--- src/rtl/core/jhm_queue.sv ---
// Small register-based FIFO used between front and back and on the response side.
// Depends on nothing; DEPTH must be a power of two, at least 2.
module jhm_queue #(
   parameter int WIDTH = 8,
   parameter int DEPTH = 2
) (
   input  logic             clock,
   input  logic             reset,
   input  logic             push,
   input  logic [WIDTH-1:0] push_data,
   output logic             full,
   input  logic             pop,
   output logic [WIDTH-1:0] pop_data,
   output logic             empty
);

   localparam int PTR_W = $clog2(DEPTH);
   localparam int CNT_W = $clog2(DEPTH + 1);
   localparam logic [CNT_W-1:0] CNT_FULL = CNT_W'(DEPTH);

   logic [WIDTH-1:0] slot_ff [DEPTH];
   logic [PTR_W-1:0] wr_ptr_ff, wr_ptr_in;
   logic [PTR_W-1:0] rd_ptr_ff, rd_ptr_in;
   logic [CNT_W-1:0] count_ff, count_in;
   logic             do_push, do_pop;

   assign full     = (count_ff == CNT_FULL);
   assign empty    = (count_ff == '0);
   assign do_push  = push && !full;
   assign do_pop   = pop && !empty;
   assign pop_data = slot_ff[rd_ptr_ff];

   // Pointer and fill bookkeeping
   always_comb begin
      wr_ptr_in = do_push ? wr_ptr_ff + 1'b1 : wr_ptr_ff;
      rd_ptr_in = do_pop  ? rd_ptr_ff + 1'b1 : rd_ptr_ff;
      count_in  = count_ff;
      if (do_push && !do_pop) begin
         count_in = count_ff + 1'b1;
      end else if (do_pop && !do_push) begin
         count_in = count_ff - 1'b1;
      end
   end

   always_ff @(posedge clock) begin
      if (reset) begin
         wr_ptr_ff <= '0;
         rd_ptr_ff <= '0;
         count_ff  <= '0;
      end else begin
         wr_ptr_ff <= wr_ptr_in;
         rd_ptr_ff <= rd_ptr_in;
         count_ff  <= count_in;
      end
   end

   // Storage, no reset
   always_ff @(posedge clock) begin
      if (do_push) begin
         slot_ff[wr_ptr_ff] <= push_data;
      end
   end

endmodule

--- config.mk ---
export PLATFORM = sky130hd
export DESIGN_NAME = jhm_queue
export DESIGN_NICKNAME = d
export VERILOG_FILES = /design/src/rtl/core/jhm_queue.sv
export SDC_FILE = /design/constraint.sdc
export NUM_CORES = 1
export LEC_CHECK = 0
export ABC_AREA = 0
export BUFFER_PORTS_ARGS = -buffer_cell sky130_fd_sc_hd__clkbuf_2
export CAP_MARGIN = 30
export CORE_UTILIZATION = 33
export CTS_BUF_LIST = sky130_fd_sc_hd__clkbuf_8
export CTS_CLUSTER_SIZE = 12
export DETAILED_ROUTE_END_ITERATION = 10
export PLACE_DENSITY = 0.63
export SETUP_SLACK_MARGIN = 0.15
export SYNTH_ARGS = -nofsm -noshare
export SYNTH_HDL_FRONTEND = slang
export SYNTH_SLANG_ARGS = --single-unit
--- constraint.sdc ---
create_clock -name clock -period 4.2 [get_ports clock]
set_input_delay 0.84 -clock clock [delete_from_list [all_inputs] [get_ports clock]]
set_output_delay 0.84 -clock clock [all_outputs]
set_load 0.03 [all_outputs]
==> summary.md <==
| Metric | Value |
|---|---|
| Crit-path cells | `mux2_2 > clkbuf_2` |
| Peak VDD IR | `0.352 mV` |
| # nets final | `88` |
| Post-Syn Nets | `63` |
| Syn-to-layout area delta | `22.7%` |
| Root Buffer | `clkbuf_8` |
| Starting DRT DRC Count | `3` |
| Pwr dens | `648 nW/um^2` |
| Utilization after layout | `43.6%` |
| Logic gate share of total power | `34.2%` |
| Post-Route WL | `1.17 mm` |
| Most used routing layer | `met2` |
| DRC | `0` |
| Layout Skew | `0.00270 ns` |
| Sequential-to-total area share from yosys stat | `73.2%` |
| CP startpoint kind | `flop` |
| Worst min path class | `flop to flop` |
| Min Clock Period, post-route | `2.20 ns` |
| Register share of total power | `46.6%` |
| Slew @ Worst Pin | `0.384 ns` |
| Vias per cell | `4.45` |
| TritonCTS clock tree | `built` |
| Post-CTS setup buffers | `0` |
| Crit path kind | `flop to output port` |
| Crit share post-route | `52.4%` |
| Synth Warn # | `0` |
| Non-Filler Instances | `102` |
| Int Power | `0.411 mW` |
| Setup TNS | `0 ns` |
| CP max FO | `8` |
| Die Y | `51.0 um` |
| Critical path data arrival time | `1.36 ns` |
| Final ANT Viol Nets | `0` |
| Avg Cell Area, Syn | `15.9 um^2` |
| Distinct cell type count after synthesis | `13` |
| Via count of the first global-routing pass | `462` |
| Most frequent cells in the layout | `21 x clkbuf_2, 16 x edfxtp_1, 8 x mux2_2, 5 x nor2_1, 5 x dfxtp_1` |
| Dpl cells | `98` |
| Gp weighted congestion | `0.660` |
| Hpwl dp | `875 um` |
| Ports | `22` |
| First-pass GRT wire length | `1.98 mm` |
| Grt ovf | `0` |
| Clk network pwr share | `19.1%` |
| Maximum clock path buffer count | `2` |
| Initial antenna violation count | `0` |
| Avg WL per Cell | `11.5 um` |
| Worst setup EP type | `output port` |
| Die width | `51.0 um` |
| Final Hold Fails | `0` |
| Area of the core | `2230 um^2` |
| RSZ-0062 raised after global routing | `no` |
| Met3 Use GR | `2.38%` |
| Worst-skew pair later-pin latency | `0.25 ns` |
| Status | `completed` |
| Syn Inst Count | `50` |
| Cts hold-fix bufs | `0` |
| H-tree levels | `1` |
| Total CTS buffers | `3` |
| Row count | `17` |
| Met2 usage | `19.3%` |
| Net Sw Power | `0.219 mW` |
| Share of layout cells above drive strength 1 | `44.6%` |
| Maximum clock frequency | `454 MHz` |
| Worst slack, placed | `2.19 ns` |
| Pre-antenna DRT Iters | `3` |
| GRT Overall Usage | `10.8%` |
| Mapped cell area | `793 um^2` |
| I/O Buffers | `21` |
| Starting Density | `35.5%` |
| DR vias | `454` |
| Pin count of the biggest net entering global routing | `12` |
| Crit-path max cell delay | `0.55 ns` |
| Met1 Track Usage GR | `11.2%` |
| Setup violators final | `0` |
| Sw Share | `34.8%` |
| ANT cells | `0` |
| Die area | `2600 um^2` |
| Most common cell after layout, fill and taps aside | `clkbuf_2` |
| Setup ws final | `2.00 ns` |
| CP max stage cell | `dfxtp_1` |
| CTS clk-pin slew, worst paths | `0.07 ns` |
| Static Leak | `0.394 nW` |
| Headroom to the max-slew limit | `74.4%` |
| Sink Count | `21` |
| CTS resizes | `0` |
| #FFs+latches synth | `21` |
| Worst endpoint required time | `3.36 ns` |
| Maxcap violations | `0` |
| Pins Over Slew Limit | `0` |
cells in the mapped netlist, drive strengths merged:
cell,count,area share (%)
a21oi,2,1.3
and2,1,0.79
buf,1,0.63
dfxtp,5,13
edfxtp,16,61
ha,1,1.6
inv,2,0.95
mux2,8,11
nor2,5,2.4
nor2b,1,1.1
o21ai,3,1.9
or3,2,1.6
xor2,3,3.3
kinds of logic (layout without fill, tap and decap cells):
logic type | count (synthesis) | after routing | share of synthesized area [%]
adders and majority gates | 1 | 1 | 1.58
and+or+nand+nor | 9 | 9 | 5.84
xor gates and xnor gates | 3 | 3 | 3.31
muxes | 8 | 8 | 11.4
DFF | 21 | 21 | 73.2
AOI/OAI and AO/OA | 5 | 5 | 3.15
buffers and inverters | 3 | 27 | 1.58
per-layer routing:
| layer | up-vias | part of all wire, % |
|---|---|---|
| met2 | 14 | 51 |
| met1 | 209 | 41 |
| li1 | 229 | - |
| met5 | - | 0 |
| met3 | 2 | 6.6 |
| met4 | 0 | 0.77 |
layout make-up:
type | instances | area, um^2
fill | 213 | 1260
sequential | 21 | 581
multi-input combinational | 26 | 200
timing repair buffer | 21 | 105
clock buffer | 3 | 41.3
tap | 28 | 35.0
inverter | 2 | 7.51
clock inverter | 1 | 3.75
power groups by stage:
stage          clock [mW]  sequential (mW)  combinational [mW]
2_1_floorplan           0            0.283               0.178
3_3_place_gp            0            0.297               0.214
3_5_place_dp            0            0.299               0.219
4_1_cts             0.124            0.295               0.220
5_1_grt             0.138            0.300               0.234
6_report            0.121            0.294               0.216
per-stage QoR:
stage | area [um^2] | hold slack, ns | power (mW)
3_5_place_dp | 928 | 0.490 | 0.518
6_report | 973 | 0.492 | 0.631
4_1_cts | 973 | 0.500 | 0.640
2_1_floorplan | 793 | 0.452 | 0.460
3_3_place_gp | 928 | 0.467 | 0.512
5_1_grt | 973 | 0.522 | 0.672
registers in the layout, indices dropped and copies added (netlist names), named ones only:
register   flops
count_ff       2
rd_ptr_ff      1
slot_ff       16
wr_ptr_ff      1
path summary, 6_finish.rpt:
kind / start / end / slack, ns / depth (start not counted)
max reg2reg: count_ff[1] / count_ff[1] / 2.59 / 5
max: flop / pop_data[7] / 2.00 / 2
min: wr_ptr_ff / wr_ptr_ff / 0.49 / 2
min reg2reg: wr_ptr_ff / wr_ptr_ff / 0.49 / 2
worst max-delay path, delay by kind of cell (launching register included):
family                 cells  cell delay, ns
buffers and inverters      1            0.18
DFF                        1            0.55
muxes                      1            0.38
Note: power is estimated with default switching activity, not from simulation.
