--- src/rtl/core/jhm_pkg.sv ---
// Shared types and constants for the joint histogram core.
// No dependencies; jhm_front, jhm_back and the top level refer to it by scoped names.
package jhm_pkg;

   // Operation codes of a request
   localparam logic [2:0] OP_ACCUMULATE = 3'd0;
   localparam logic [2:0] OP_VALUE_MARG = 3'd1;
   localparam logic [2:0] OP_GRAD_MARG  = 3'd2;
   localparam logic [2:0] OP_READ_CELL  = 3'd3;
   localparam logic [2:0] OP_TOTAL      = 3'd4;

   // Status codes of a response
   localparam logic STATUS_OK        = 1'b0;
   localparam logic STATUS_BAD_INDEX = 1'b1;

   localparam int BIN_IN_W    = 8;
   localparam int AMOUNT_W    = 32;
   localparam int COUNT_OUT_W = 48;

   typedef struct packed {
      logic [2:0]            operation;
      logic [BIN_IN_W-1:0]   value_bin;
      logic [BIN_IN_W-1:0]   grad_bin;
      logic [AMOUNT_W-1:0]   amount;
   } req_type;

   typedef struct packed {
      logic [COUNT_OUT_W-1:0] count_out;
      logic                   status;
   } rsp_type;

   // Decoded command kinds passed from front to back
   typedef enum logic [2:0] {
      CMD_ACC   = 3'd0,
      CMD_ROW   = 3'd1,
      CMD_COL   = 3'd2,
      CMD_CELL  = 3'd3,
      CMD_TOTAL = 3'd4,
      CMD_NOP   = 3'd5
   } cmd_kind_type;

   typedef struct packed {
      cmd_kind_type          kind;
      logic                  bad;
      logic [BIN_IN_W-1:0]   value_bin;
      logic [BIN_IN_W-1:0]   grad_bin;
      logic [AMOUNT_W-1:0]   amount;
   } cmd_type;

endpackage

--- src/rtl/core/jhm_queue.sv ---
// Small register-based FIFO used between front and back and on the response side.
// Depends on nothing; DEPTH must be a power of two, at least 2.
module jhm_queue #(
   parameter int WIDTH = 8,
   parameter int DEPTH = 2
) (
   input  logic             clock,
   input  logic             reset,
   input  logic             push,
   input  logic [WIDTH-1:0] push_data,
   output logic             full,
   input  logic             pop,
   output logic [WIDTH-1:0] pop_data,
   output logic             empty
);

   localparam int PTR_W = $clog2(DEPTH);
   localparam int CNT_W = $clog2(DEPTH + 1);
   localparam logic [CNT_W-1:0] CNT_FULL = CNT_W'(DEPTH);

   logic [WIDTH-1:0] slot_ff [DEPTH];
   logic [PTR_W-1:0] wr_ptr_ff, wr_ptr_in;
   logic [PTR_W-1:0] rd_ptr_ff, rd_ptr_in;
   logic [CNT_W-1:0] count_ff, count_in;
   logic             do_push, do_pop;

   assign full     = (count_ff == CNT_FULL);
   assign empty    = (count_ff == '0);
   assign do_push  = push && !full;
   assign do_pop   = pop && !empty;
   assign pop_data = slot_ff[rd_ptr_ff];

   // Pointer and fill bookkeeping
   always_comb begin
      wr_ptr_in = do_push ? wr_ptr_ff + 1'b1 : wr_ptr_ff;
      rd_ptr_in = do_pop  ? rd_ptr_ff + 1'b1 : rd_ptr_ff;
      count_in  = count_ff;
      if (do_push && !do_pop) begin
         count_in = count_ff + 1'b1;
      end else if (do_pop && !do_push) begin
         count_in = count_ff - 1'b1;
      end
   end

   always_ff @(posedge clock) begin
      if (reset) begin
         wr_ptr_ff <= '0;
         rd_ptr_ff <= '0;
         count_ff  <= '0;
      end else begin
         wr_ptr_ff <= wr_ptr_in;
         rd_ptr_ff <= rd_ptr_in;
         count_ff  <= count_in;
      end
   end

   // Storage, no reset
   always_ff @(posedge clock) begin
      if (do_push) begin
         slot_ff[wr_ptr_ff] <= push_data;
      end
   end

endmodule

--- src/rtl/core/jhm_front.sv ---
// Front end: takes requests, range-checks the bins, decodes the operation
// and queues the resulting command. Uses jhm_pkg and jhm_queue.
module jhm_front #(
   parameter int BIN_COUNT = 64
) (
   input  logic             clock,
   input  logic             reset,
   input  logic             req_push,
   input  jhm_pkg::req_type req_payload,
   output logic             req_full,
   input  logic             clearing,
   output logic             cmd_valid,
   output jhm_pkg::cmd_type cmd_data,
   input  logic             cmd_pop
);

   localparam logic [jhm_pkg::BIN_IN_W:0] BIN_LIMIT = (jhm_pkg::BIN_IN_W + 1)'(BIN_COUNT);

   jhm_pkg::cmd_type cmd_new;
   logic             v_ok, g_ok;
   logic             q_full, q_empty, q_push;

   assign v_ok = {1'b0, req_payload.value_bin} < BIN_LIMIT;
   assign g_ok = {1'b0, req_payload.grad_bin}  < BIN_LIMIT;

   // Classify the request
   always_comb begin
      cmd_new.value_bin = req_payload.value_bin;
      cmd_new.grad_bin  = req_payload.grad_bin;
      cmd_new.amount    = req_payload.amount;
      unique case (req_payload.operation)
         jhm_pkg::OP_ACCUMULATE: begin
            cmd_new.kind = jhm_pkg::CMD_ACC;
            cmd_new.bad  = !(v_ok && g_ok);
         end
         jhm_pkg::OP_VALUE_MARG: begin
            cmd_new.kind = jhm_pkg::CMD_ROW;
            cmd_new.bad  = !v_ok;
         end
         jhm_pkg::OP_GRAD_MARG: begin
            cmd_new.kind = jhm_pkg::CMD_COL;
            cmd_new.bad  = !g_ok;
         end
         jhm_pkg::OP_READ_CELL: begin
            cmd_new.kind = jhm_pkg::CMD_CELL;
            cmd_new.bad  = !(v_ok && g_ok);
         end
         jhm_pkg::OP_TOTAL: begin
            cmd_new.kind = jhm_pkg::CMD_TOTAL;
            cmd_new.bad  = 1'b0;
         end
         default: begin
            cmd_new.kind = jhm_pkg::CMD_NOP;
            cmd_new.bad  = 1'b0;
         end
      endcase
   end

   // No requests taken during the post-reset clearing sweep
   assign req_full  = q_full || clearing;
   assign q_push    = req_push && !req_full;
   assign cmd_valid = !q_empty;

   jhm_queue #(
      .WIDTH ($bits(jhm_pkg::cmd_type)),
      .DEPTH (2)
   ) u_cmd_queue (
      .clock     (clock),
      .reset     (reset),
      .push      (q_push),
      .push_data (cmd_new),
      .full      (q_full),
      .pop       (cmd_pop),
      .pop_data  (cmd_data),
      .empty     (q_empty)
   );

endmodule

--- config.mk ---
export PLATFORM = sky130hd
export DESIGN_NAME = jhm_front
export DESIGN_NICKNAME = d
export VERILOG_FILES = /design/src/rtl/core/jhm_pkg.sv /design/src/rtl/core/jhm_queue.sv /design/src/rtl/core/jhm_front.sv
export SDC_FILE = /design/constraint.sdc
export NUM_CORES = 1
export LEC_CHECK = 0
export ABC_AREA = 1
export BUFFER_PORTS_ARGS = -buffer_cell sky130_fd_sc_hd__buf_2
export CAP_MARGIN = 0
export CORE_ASPECT_RATIO = 0.6
export CORE_UTILIZATION = 55
export CTS_BUF_LIST = sky130_fd_sc_hd__clkbuf_2
export CTS_CLUSTER_DIAMETER = 80
export DETAILED_ROUTE_END_ITERATION = 6
export MAX_ROUTING_LAYER = met4
export PLACE_DENSITY = 0.82
export SLEW_MARGIN = 30
export SYNTH_ARGS = -nofsm -noshare
export SYNTH_HDL_FRONTEND = slang
export SYNTH_HIERARCHICAL = 1
export SYNTH_SLANG_ARGS = --single-unit
--- constraint.sdc ---
create_clock -name clock -period 5 [get_ports clock]
set_input_delay 0.5 -clock clock [delete_from_list [all_inputs] [get_ports clock]]
set_output_delay 0.5 -clock clock [all_outputs]
set_load 0.03 [all_outputs]
==> results of run 1 <==
==> critical path, delay by kind of cell, from the launching register on <==
family	cells	cell delay (ns)
buffers and inverters	1	0.17
multiplexers	1	0.41
flip-flops	1	1.04
==> cell families (layout without fill, tap and decap cells) <==
logic type | count (synthesis) | count (layout)
flip-flops | 109 | 109
buffers and inverters | 23 | 142
AND/OR/NAND/NOR | 32 | 32
AO/OA/AOI/OAI | 7 | 7
multiplexers | 52 | 52
adder cells (fa/ha/maj) | 1 | 1
other | 0 | 1
==> final cells by class <==
class | count | share of cell area
Multi-Input combinational cell | 92 | 0.1944
Timing Repair Buffer | 111 | 0.1107
Antenna cell | 1 | 0.0004941
Inverter | 16 | 0.01186
Clock buffer | 13 | 0.01285
Sequential cell | 109 | 0.6371
Tap cell | 104 | 0.02569
Clock inverter | 2 | 0.006917
==> registers in the layout (all words and copies together) (netlist names), named ones only <==
signal and cells:
u_cmd_queue/count_ff 2, u_cmd_queue/rd_ptr_ff 1, u_cmd_queue/slot_ff 104, u_cmd_queue/wr_ptr_ff 1
==> layer usage <==
| metal | GRT usage | vias up | wire [um] |
|---|---|---|---|
| met5 | - | - | 0 |
| met4 | 0.04641 | 0 | 38 |
| met3 | 0.08398 | 4 | 586 |
| met2 | 0.2689 | 91 | 3248 |
| met1 | 0.2359 | 1059 | 3152 |
| li1 | - | 1058 | - |
==> synthesized netlist by cell type <==
cell type,instances
mux2_2,2
or2_1,1
nor2_1,14
ha_1,1
inv_1,14
nand2_1,9
dfxtp_1,5
o21ai_1,1
nor2_2,1
and2_1,1
o21ai_0,3
buf_6,1
clkbuf_1,1
nand4_1,1
a21oi_1,1
mux2_4,50
o21ai_2,2
inv_2,2
edfxtp_1,104
nand3_2,1
buf_12,5
nand3_1,4
==> worst min path at each step <==
stage                                     start                    endpoint  slack, ns  cells after the start
after detailed placement  u_cmd_queue/wr_ptr_ff       u_cmd_queue/wr_ptr_ff       0.53                      2
after global placement    u_cmd_queue/wr_ptr_ff       u_cmd_queue/wr_ptr_ff       0.52                      2
after floorplan           u_cmd_queue/wr_ptr_ff       u_cmd_queue/wr_ptr_ff       0.48                      2
final                           req_payload[40]  u_cmd_queue/slot_ff[0][40]       0.11                      1
after CTS                       req_payload[31]  u_cmd_queue/slot_ff[1][31]       0.05                      1
after global routing             req_payload[3]   u_cmd_queue/slot_ff[1][3]      0.003                      1
==> stage by stage <==
| step | hold slack (ns) | instance area [um^2] | setup WS [ns] |
|---|---|---|---|
| final | 0.1085 | 5065 | 2.326 |
| after global placement | 0.5214 | 4962 | 2.493 |
| after CTS | 0.05001 | 5062 | 2.228 |
| after detailed placement | 0.5322 | 4962 | 2.447 |
| after floorplan | 0.4755 | 4368 | 1.261 |
| after global routing | 0.003409 | 5065 | 2.123 |
==> power groups by stage <==
stage	clock network (mW)	registers [mW]	logic [mW]
after floorplan	0	1.15	0.644
after CTS	0.382	1.20	0.711
final	0.366	1.20	0.704
after global routing	0.417	1.21	0.755
after global placement	0	1.22	0.700
after detailed placement	0	1.22	0.708
==> impl_metrics.csv, run 1 <==
group,metric,value,unit
worst_setup_path,worstPathArrival,2.17,ns
final_layout,fill_cells,533,
global_routing,grt_usage,0.1844,
worst_setup_path,rr_worst_depth,6,
synthesis,muxShareOfSynthArea,0.1770,
clocking,cts_setup_buffers,0,
pwr,power_switching,745.2,uW
final_layout,multi_input_area,984.7,um^2
worst_setup_path,required,4.50,ns
sta,final_hold_viol_count,0,
routing,drtIter0Drc,121,
final_layout,layout_common_cells,"buf_2 (109), edfxtp_1 (104), mux2_4 (50), inv_1 (14), clkbuf_2 (13)",
global_routing,grt_pass1_vias,2166,
synthesis,synth-simple-area-share,0.03237,
synthesis,synthCells,224,
floorplanning,initial_core_util,0.5842,
pwr,pwr-share-comb,0.311,
routing,routedWlPerCell,15.68,um
placement,routabilityCongestion,0.7469,
sta,max_slew.worst_pin.slew,0.9512,ns
pwr,internal_power,1.521,mW
worst_setup_path,crit_path_max_fanout,52,
floorplanning,ios,110,
synthesis,synthAdderAreaFrac,0.002865,
worst_setup_path,max_stage_delay,1.04,ns
floorplanning,core_area,7477,um^2
clocking,cts_tree,"built",
clocking,cts_buffers,9,
clocking,cts_resized,0,
worst_setup_path,reg2reg_from,"u_cmd_queue/count_ff[0]",
placement,dp.cells,432,
sta,finalCriticalPeriod,2.674,ns
synthesis,ys_types,22,
final_layout,layout_commonest_cell,"buf_2",
clocking,h-tree-depth,3,
global_routing,grt-ovfl-total,0,
floorplanning,std_cell_rows,24,
placement,io_buffers,109,
sta,fin_crit_sh,0.5347,
final_layout,final_layout_size_suffix_gt1_frac,0.5452,
final_layout,nNetsFinal,396,
worst_setup_path,slowest_stage,"dfxtp_4",
worst_setup_path,worst-setup-path-type,"flop to output port",
worst_setup_path,critPathCapture,"cmd_data[30]",
placement,hpwl,4.831,mm
final_layout,post-route-util,0.6774,
worst_setup_path,critPathLaunchType,"flop",
routing,wl,7.024,mm
run,max_cap_violations,0,
worst_setup_path,crit_path_end_kind,"output port",
floorplanning,dieArea,8314,um^2
sta,max_freq,374.0,MHz
sta,maxSlewHeadroom,0.3659,
routing,drc_errors,0,
pwr,p_per_area,447.5,nW/um^2
synthesis,synth_top_family_by_area,"multiplexers",
worst_setup_path,path_cells,"mux2_2 > buf_2",
synthesis,yosysSeqAreaShare,0.7379,
pwr,vdd_drop_max,0.0003132,V
global_routing,antenna_found_initial,1,
clocking,clkSinkCount,109,
pwr,swShare,0.3288,
synthesis,synth_area_per_cell,19.50,um^2
run_status,outcome,"complete, no violations",
final_layout,fin_cells,448,
sta,final-setup-viol-count,0,
routing,ant_nets,0,
final_layout,seq_area,3227,um^2
routing,viasPerCell,4.938,
sta,fin_worst_skew,0.01128,ns
worst_setup_path,r2r_setup_slack,2.57,ns
routing,firstDrtPassIters,4,
pwr,total_power,2.266,mW
worst_hold_path,hp-class,"input port to flop",
routing,num_vias,2212,
global_routing,grt_max_degree,53,
worst_setup_path,r2r-end,"u_cmd_queue/slot_ff[1][6]",
synthesis,syn_area,4368,um^2
synthesis,syn-num-nets,281,
synthesis,yosys.area.top_type,"edfxtp_1",
floorplanning,die_w,117.1,um
sta,rsz0062_at_grt,"false",
clocking,clk_latency,0.55,ns
clocking,hold_buffers,0,
synthesis,synth-xor-area-share,0,
clocking,cts_root_buf,"clkbuf_2",
pwr,pwr-share-seq,0.528,
global_routing,grt_first_pass_wirelength,10.37,mm
floorplanning,die_h,71.03,um
synthesis,ys_ff_latch,109,
clocking,clockBufferDepth,2,
sta,slew_violations,0,
pwr,leakage,2.030,nW
final_layout,syn_to_final_growth,15.96,%
clocking,clk_pin_slew,0.24,ns
synthesis,synth.area.top_cells,"edfxtp_1 (71%), mux2_4 (17%), buf_12 (2.3%)",
pwr,p_clk_frac,0.162,
synthesis,synth_top_area_frac,0.7150,
sta,fin_tns_setup,0,ns
synthesis,yosysWarnings,6,
synthesis,synth_compound_area_frac,0.009739,
Note: power is estimated with default switching activity, not from simulation.
==> inputs of run 2 (changes only) <==
--- a/config.mk
+++ b/config.mk
@@ -9,12 +9,12 @@
 export BUFFER_PORTS_ARGS = -buffer_cell sky130_fd_sc_hd__buf_2
 export CAP_MARGIN = 0
 export CORE_ASPECT_RATIO = 0.6
-export CORE_UTILIZATION = 55
+export CORE_UTILIZATION = 49
 export CTS_BUF_LIST = sky130_fd_sc_hd__clkbuf_2
 export CTS_CLUSTER_DIAMETER = 80
 export DETAILED_ROUTE_END_ITERATION = 6
 export MAX_ROUTING_LAYER = met4
-export PLACE_DENSITY = 0.82
+export PLACE_DENSITY = 0.77
 export SLEW_MARGIN = 30
 export SYNTH_ARGS = -nofsm -noshare
 export SYNTH_HDL_FRONTEND = slang
==> constraint.sdc (replaced) <==
create_clock -name clock -period 2.4 [get_ports clock]
set_input_delay 0.24 -clock clock [delete_from_list [all_inputs] [get_ports clock]]
set_output_delay 0.24 -clock clock [all_outputs]
set_load 0.03 [all_outputs]
==> run 2 against run 1 <==
Net effect: cell count grew 14%; first-iteration DRC count down 1.7%; clock power up 110%; clock-buffer cell count is 2 lower; critical path depth rose by 1; utilization fell by 2.1 points; cell area grew 11%; critical endpoint is now cmd_data[18]; largest cell class unchanged.
==> impl_metrics.csv, run 2 (same netlist as run 1, synthesis figures left out) <==
group,metric,value,unit
worst_setup_path,path_delay_family,"flip-flops",
worst_setup_path,path_cells,"buf_4 > mux2_4 > buf_2",
pwr,leakage,2.268,nW
routing,ant_nets,0,
floorplanning,die_w,123.9,um
sta,maxSlewHeadroom,0.7406,
routing,firstDrtPassIters,4,
worst_hold_path,hp-class,"input port to flop",
run_status,outcome,"complete, no violations",
floorplanning,die_h,75.14,um
worst_setup_path,worst-setup-path-type,"flop to output port",
global_routing,grt_pass1_vias,2380,
routing,drtIter0Drc,119,
sta,max_slew.worst_pin.slew,0.3890,ns
clocking,clkSinkCount,109,
final_layout,nNetsFinal,451,
placement,io_buffers,109,
placement,hpwl,4.878,mm
floorplanning,dieArea,9308,um^2
routing,drc_errors,0,
clocking,cts_resized,0,
pwr,total_power,4.853,mW
floorplanning,core_area,8588,um^2
worst_setup_path,worstPathArrival,1.90,ns
final_layout,largest_register,"u_cmd_queue/slot_ff",
final_layout,largest_reg_flops,104,
placement,routabilityCongestion,0.7537,
sta,final_hold_viol_count,0,
clocking,h-tree-depth,3,
clocking,cts_tree,"built",
worst_setup_path,max_stage_delay,0.58,ns
floorplanning,ios,110,
routing,wl,7.661,mm
pwr,p_per_area,861.0,nW/um^2
worst_setup_path,required,2.16,ns
final_layout,top_regs,"u_cmd_queue/slot_ff x104, u_cmd_queue/count_ff x2",
global_routing,antenna_found_initial,0,
pwr,vdd_drop_max,0.0005495,V
final_layout,layout_common_cells,"buf_2 (109), edfxtp_1 (104), dlygate4sd3_1 (50), mux2_4 (50), inv_1 (14)",
worst_setup_path,crit_path_end_kind,"output port",
worst_setup_path,crit_path_max_fanout,13,
run,max_cap_violations,0,
worst_setup_path,reg2reg_from,"u_cmd_queue/count_ff[0]",
clocking,clk_pin_slew,0.23,ns
sta,rsz0062_at_grt,"false",
clocking,clockBufferDepth,2,
worst_setup_path,path_buf_inv,2,
routing,num_vias,2431,
worst_setup_path,rr_worst_depth,11,
final_layout,final_layout_size_suffix_gt1_frac,0.4812,
sta,max_freq,468.2,MHz
sta,fin_crit_sh,0.8899,
global_routing,grt_first_pass_wirelength,11.22,mm
sta,slew_violations,0,
worst_setup_path,critPathLaunchType,"flop",
clocking,cts_buffers,9,
worst_setup_path,r2r-end,"u_cmd_queue/count_ff[1]",
final_layout,layout_commonest_cell,"buf_2",
routing,viasPerCell,4.757,
sta,finalCriticalPeriod,2.136,ns
global_routing,grt-ovfl-total,0,
final_layout,syn_to_final_growth,29.05,%
floorplanning,initial_core_util,0.5086,
final_layout,antenna_cells,0,
sta,fin_worst_skew,0.01358,ns
global_routing,grt_usage,0.1756,
worst_hold_path,hold_start,"cmd_pop",
clocking,cts_root_buf,"clkbuf_2",
clocking,clk_latency,0.54,ns
worst_hold_path,hold_path_depth,4,
worst_setup_path,slowest_stage,"dfxtp_4",
sta,final-setup-viol-count,0,
sta,fin_tns_setup,0,ns
worst_setup_path,r2r_setup_slack,0.57,ns
global_routing,grt_max_degree,30,
floorplanning,std_cell_rows,26,
routing,routedWlPerCell,14.99,um
[run 2: power breakdown]
group / internal [mW] / switching, mW
registers: 2.29 / 0.101
logic: 0.710 / 0.974
clock network: 0.242 / 0.535
total: 3.24 / 1.61
[run 2: how the worst max path moves through the flow]
| stage | start | endpoint | slack (ns) | cells after the start |
|---|---|---|---|---|
| floorplan | u_cmd_queue/count_ff[0] | u_cmd_queue/slot_ff[0][0] | -0.44 | 5 |
| global placement | u_cmd_queue/count_ff[0] | u_cmd_queue/slot_ff[0][45] | 0.62 | 6 |
| detailed placement | u_cmd_queue/count_ff[0] | u_cmd_queue/slot_ff[0][45] | 0.58 | 6 |
| CTS | flop | cmd_data[18] | 0.04 | 3 |
| global route | flop | cmd_data[11] | 0.13 | 3 |
| finish | flop | cmd_data[18] | 0.26 | 3 |
[run 2: per-stage QoR]
| step | util | hold slack (ns) | instance area [um^2] | setup WS, ns | std cells |
|---|---|---|---|---|---|
| floorplan | - | 0.3389 | 4373 | -0.4417 | 224 |
| global placement | 0.5839 | 0.4272 | 5015 | 0.6216 | 444 |
| detailed placement | 0.5839 | 0.4344 | 5015 | 0.5786 | 444 |
| CTS | 0.6546 | 0.01122 | 5622 | 0.03866 | 510 |
| global route | 0.6563 | 0.03014 | 5637 | 0.1281 | 511 |
| finish | 0.6563 | 0.08460 | 5637 | 0.2642 | 511 |
[run 2: area by class of cell]
type,count,area [um^2]
Sequential cell,109,3227
Timing Repair Buffer,166,1119
Multi-Input combinational cell,92,984.7
Tap cell,112,140.1
Fill cell,645,2952
Inverter,16,60.06
Clock buffer,11,55.05
Clock inverter,5,51.30
[run 2: worst register-to-register path, stage by stage, from the launching register on]
cell,delay (ns)
dfxtp_1,0.52
nor2_1,0.07
or2_1,0.22
nor2_1,0.12
o21ai_2,0.13
inv_1,0.12
ha_1,0.26
inv_1,0.09
nand3_1,0.07
nand2_1,0.07
inv_1,0.04
nor2_1,0.10
[run 2: metal layers]
layer,routed length (um),part of all wire,track usage,up-vias
met5,0,0,-,-
met4,46,0.0060,0.04762,0
met3,543,0.071,0.05985,5
met2,3686,0.48,0.2951,89
met1,3383,0.44,0.2040,1166
li1,-,-,-,1171
[run 2: what timing repair did]
action,4_1_cts,5_1_grt
hold buffers,50,0
setup endpoints to repair,0,9
hold endpoints to repair,105,0
buffers inserted,0,1
==> inputs of run 3 (changes only) <==
==> constraint.sdc (replaced) <==
create_clock -name clock -period 1.9 [get_ports clock]
set_input_delay 0.19 -clock clock [delete_from_list [all_inputs] [get_ports clock]]
set_output_delay 0.19 -clock clock [all_outputs]
set_load 0.03 [all_outputs]
==> run 3 against run 2 <==
Net effect: the flow now finishes with violations (setup timing); cell count is 2.7% higher; non-clock buffer count is 14 higher; combinational power is 73% higher; hold slack better by 0.063 ns; clock power is 29% higher; utilization is 7.2 points higher; via count is 2.4% higher; power is 42% higher; die area stayed put; sequential power is 26% higher; largest power group unchanged.
==> impl_metrics.csv, run 3 (same netlist as run 1, synthesis figures left out) <==
group,metric,value,unit
run_status,outcome,"finished, violations left",
run_status,violations,"setup timing",
worst_setup_path,max_stage_delay,0.44,ns
final_layout,largest_register,"u_cmd_queue/slot_ff",
clocking,clk_latency,0.57,ns
placement,pre_cts_ws,0.2422,ns
sta,final-setup-viol-count,15,
placement,io_buffers,109,
final_layout,top_regs,"u_cmd_queue/slot_ff x104, u_cmd_queue/count_ff x2",
clocking,h-tree-depth,3,
global_routing,antenna_found_initial,0,
pwr,leakage,2.486,nW
worst_setup_path,slowest_stage,"dfxtp_4",
clocking,clkSinkCount,109,
clocking,clockBufferDepth,2,
global_routing,grt_first_pass_wirelength,11.79,mm
sta,rsz0062_at_grt,"true",
floorplanning,die_h,75.14,um
sta,finalCriticalPeriod,1.925,ns
final_layout,seq_area,3232,um^2
worst_setup_path,worstPathArrival,1.74,ns
final_layout,syn_to_final_growth,43.20,%
routing,drtIter0Drc,137,
clocking,cts_tree,"built",
global_routing,grt_usage,0.1816,
placement,place_area,5127,um^2
worst_hold_path,hp-class,"input port to flop",
worst_setup_path,path_delay_family,"buffers and inverters",
sta,slew_violations,0,
worst_setup_path,required,1.71,ns
clocking,cts_buffers,9,
clocking,cts_root_buf,"clkbuf_2",
sta,max_freq,519.5,MHz
worst_setup_path,path_buf_inv,3,
final_layout,fin_area,6255,um^2
run,max_cap_violations,0,
pwr,vdd_drop_max,0.0007657,V
routing,wl,8.324,mm
worst_setup_path,critPathLaunchType,"flop",
worst_setup_path,crit_path_max_fanout,6,
final_layout,multi_input_area,1006,um^2
routing,num_vias,2490,
sta,fin_worst_skew,0.02295,ns
final_layout,layout_common_cells,"edfxtp_1 (104), buf_2 (57), buf_6 (54), dlygate4sd3_1 (53), mux2_4 (51)",
routing,drc_errors,0,
floorplanning,ios,110,
sta,hold_ws,0.1475,ns
final_layout,fill_cells,544,
global_routing,grt_max_degree,29,
sta,maxSlewHeadroom,0.8171,
sta,fin_crit_sh,1.013,
final_layout,layout_commonest_cell,"edfxtp_1",
routing,ant_nets,0,
sta,final_hold_viol_count,0,
routing,firstDrtPassIters,4,
worst_setup_path,path_cells,"buf_8 > clkbuf_16 > mux2_4 > buf_6",
global_routing,grt-ovfl-total,0,
final_layout,final_layout_size_suffix_gt1_frac,0.4988,
floorplanning,die_w,123.9,um
routing,met2_length,4.161,mm
final_layout,nNetsFinal,465,
sta,max_slew.worst_pin.slew,0.2715,ns
pwr,p_per_area,1103,nW/um^2
floorplanning,initial_core_util,0.5086,
sta,setup_slack,-0.02510,ns
worst_setup_path,worst-setup-path-type,"flop to output port",
final_layout,antenna_cells,0,
routing,viasPerCell,4.743,
placement,hpwl,4.956,mm
floorplanning,core_area,8588,um^2
final_layout,largest_reg_flops,104,
clocking,clk_pin_slew,0.25,ns
floorplanning,dieArea,9308,um^2
routing,met3_length,512,um
worst_setup_path,crit_path_end_kind,"output port",
routing,wl_met1,3.573,mm
routing,routedWlPerCell,15.86,um
global_routing,grt_pass1_vias,2541,
placement,routabilityCongestion,0.7446,
routing,highest_layer,"met4",
floorplanning,std_cell_rows,26,
-- run 3: cell types whose count changed in the layout (fill, tap and decap cells not counted), sizes merged --
cell         before  now
inv              16   17
clkbuf           11   12
clkinvlp          1    2
dlygate4sd3      50   53
buf             116  124
-- run 3: path summary, 6_finish.rpt --
check | slack, ns | depth (start not counted) | start | endpoint
hold reg to reg | 0.55 | 2 | u_cmd_queue/count_ff[0] | u_cmd_queue/count_ff[0]
setup / recovery | -0.03 | 4 | flop | cmd_data[6]
setup reg to reg | 0.18 | 12 | u_cmd_queue/count_ff[1] | u_cmd_queue/count_ff[1]
hold / removal | 0.15 | 6 | req_push | u_cmd_queue/wr_ptr_ff
-- run 3: through the flow --
step	TNS [ns]	util	cells	power, mW
finish	-0.1719	0.7283	525	6.901
global route	-5.138	0.7283	525	7.191
CTS	-1.571	0.7009	519	6.604
detailed placement	0	0.5970	446	5.239
global placement	0	0.5970	446	5.197
floorplan	-21.87	-	224	4.742
-- run 3: worst min-delay path, delay by kind of cell --
kind / cells / cell delay [ns]
and+or+nand+nor: 2 / 0.13
buffers and inverters: 2 / 0.18
AOI/OAI and AO/OA: 2 / 0.18
-- run 3: timing repair --
action | 4_1_cts | 5_1_grt
setup buffers | 4 | 3
resized for setup | 71 | 59
hold buffers | 53 | 0
endpoints found under the setup margin | 52 | 52
endpoints found under the hold margin | 107 | 0
gates cloned | 0 | 3
pin swaps | 0 | 0
-- run 3: where the power goes --
part	total (mW)	internal, mW	switching, mW
logic	2.90	1.48	1.42
clock network	1.00	0.295	0.706
registers	3.00	2.90	0.0959
-- run 3: layer usage --
layer / GRT usage / vias to the layer above
li1: - / 1201
met1: 0.2095 / 1201
met2: 0.3086 / 78
met3: 0.06439 / 10
met4: 0.04101 / 0
met5: - / -
-- run 3: cell type report --
cell class | count | share of cell area
clock buffer | 9 | 0.007201
clock inverter | 7 | 0.01040
inverter | 16 | 0.009602
multi-input combinational | 92 | 0.1608
sequential | 109 | 0.5167
tap | 112 | 0.02240
timing repair buffer | 180 | 0.2729
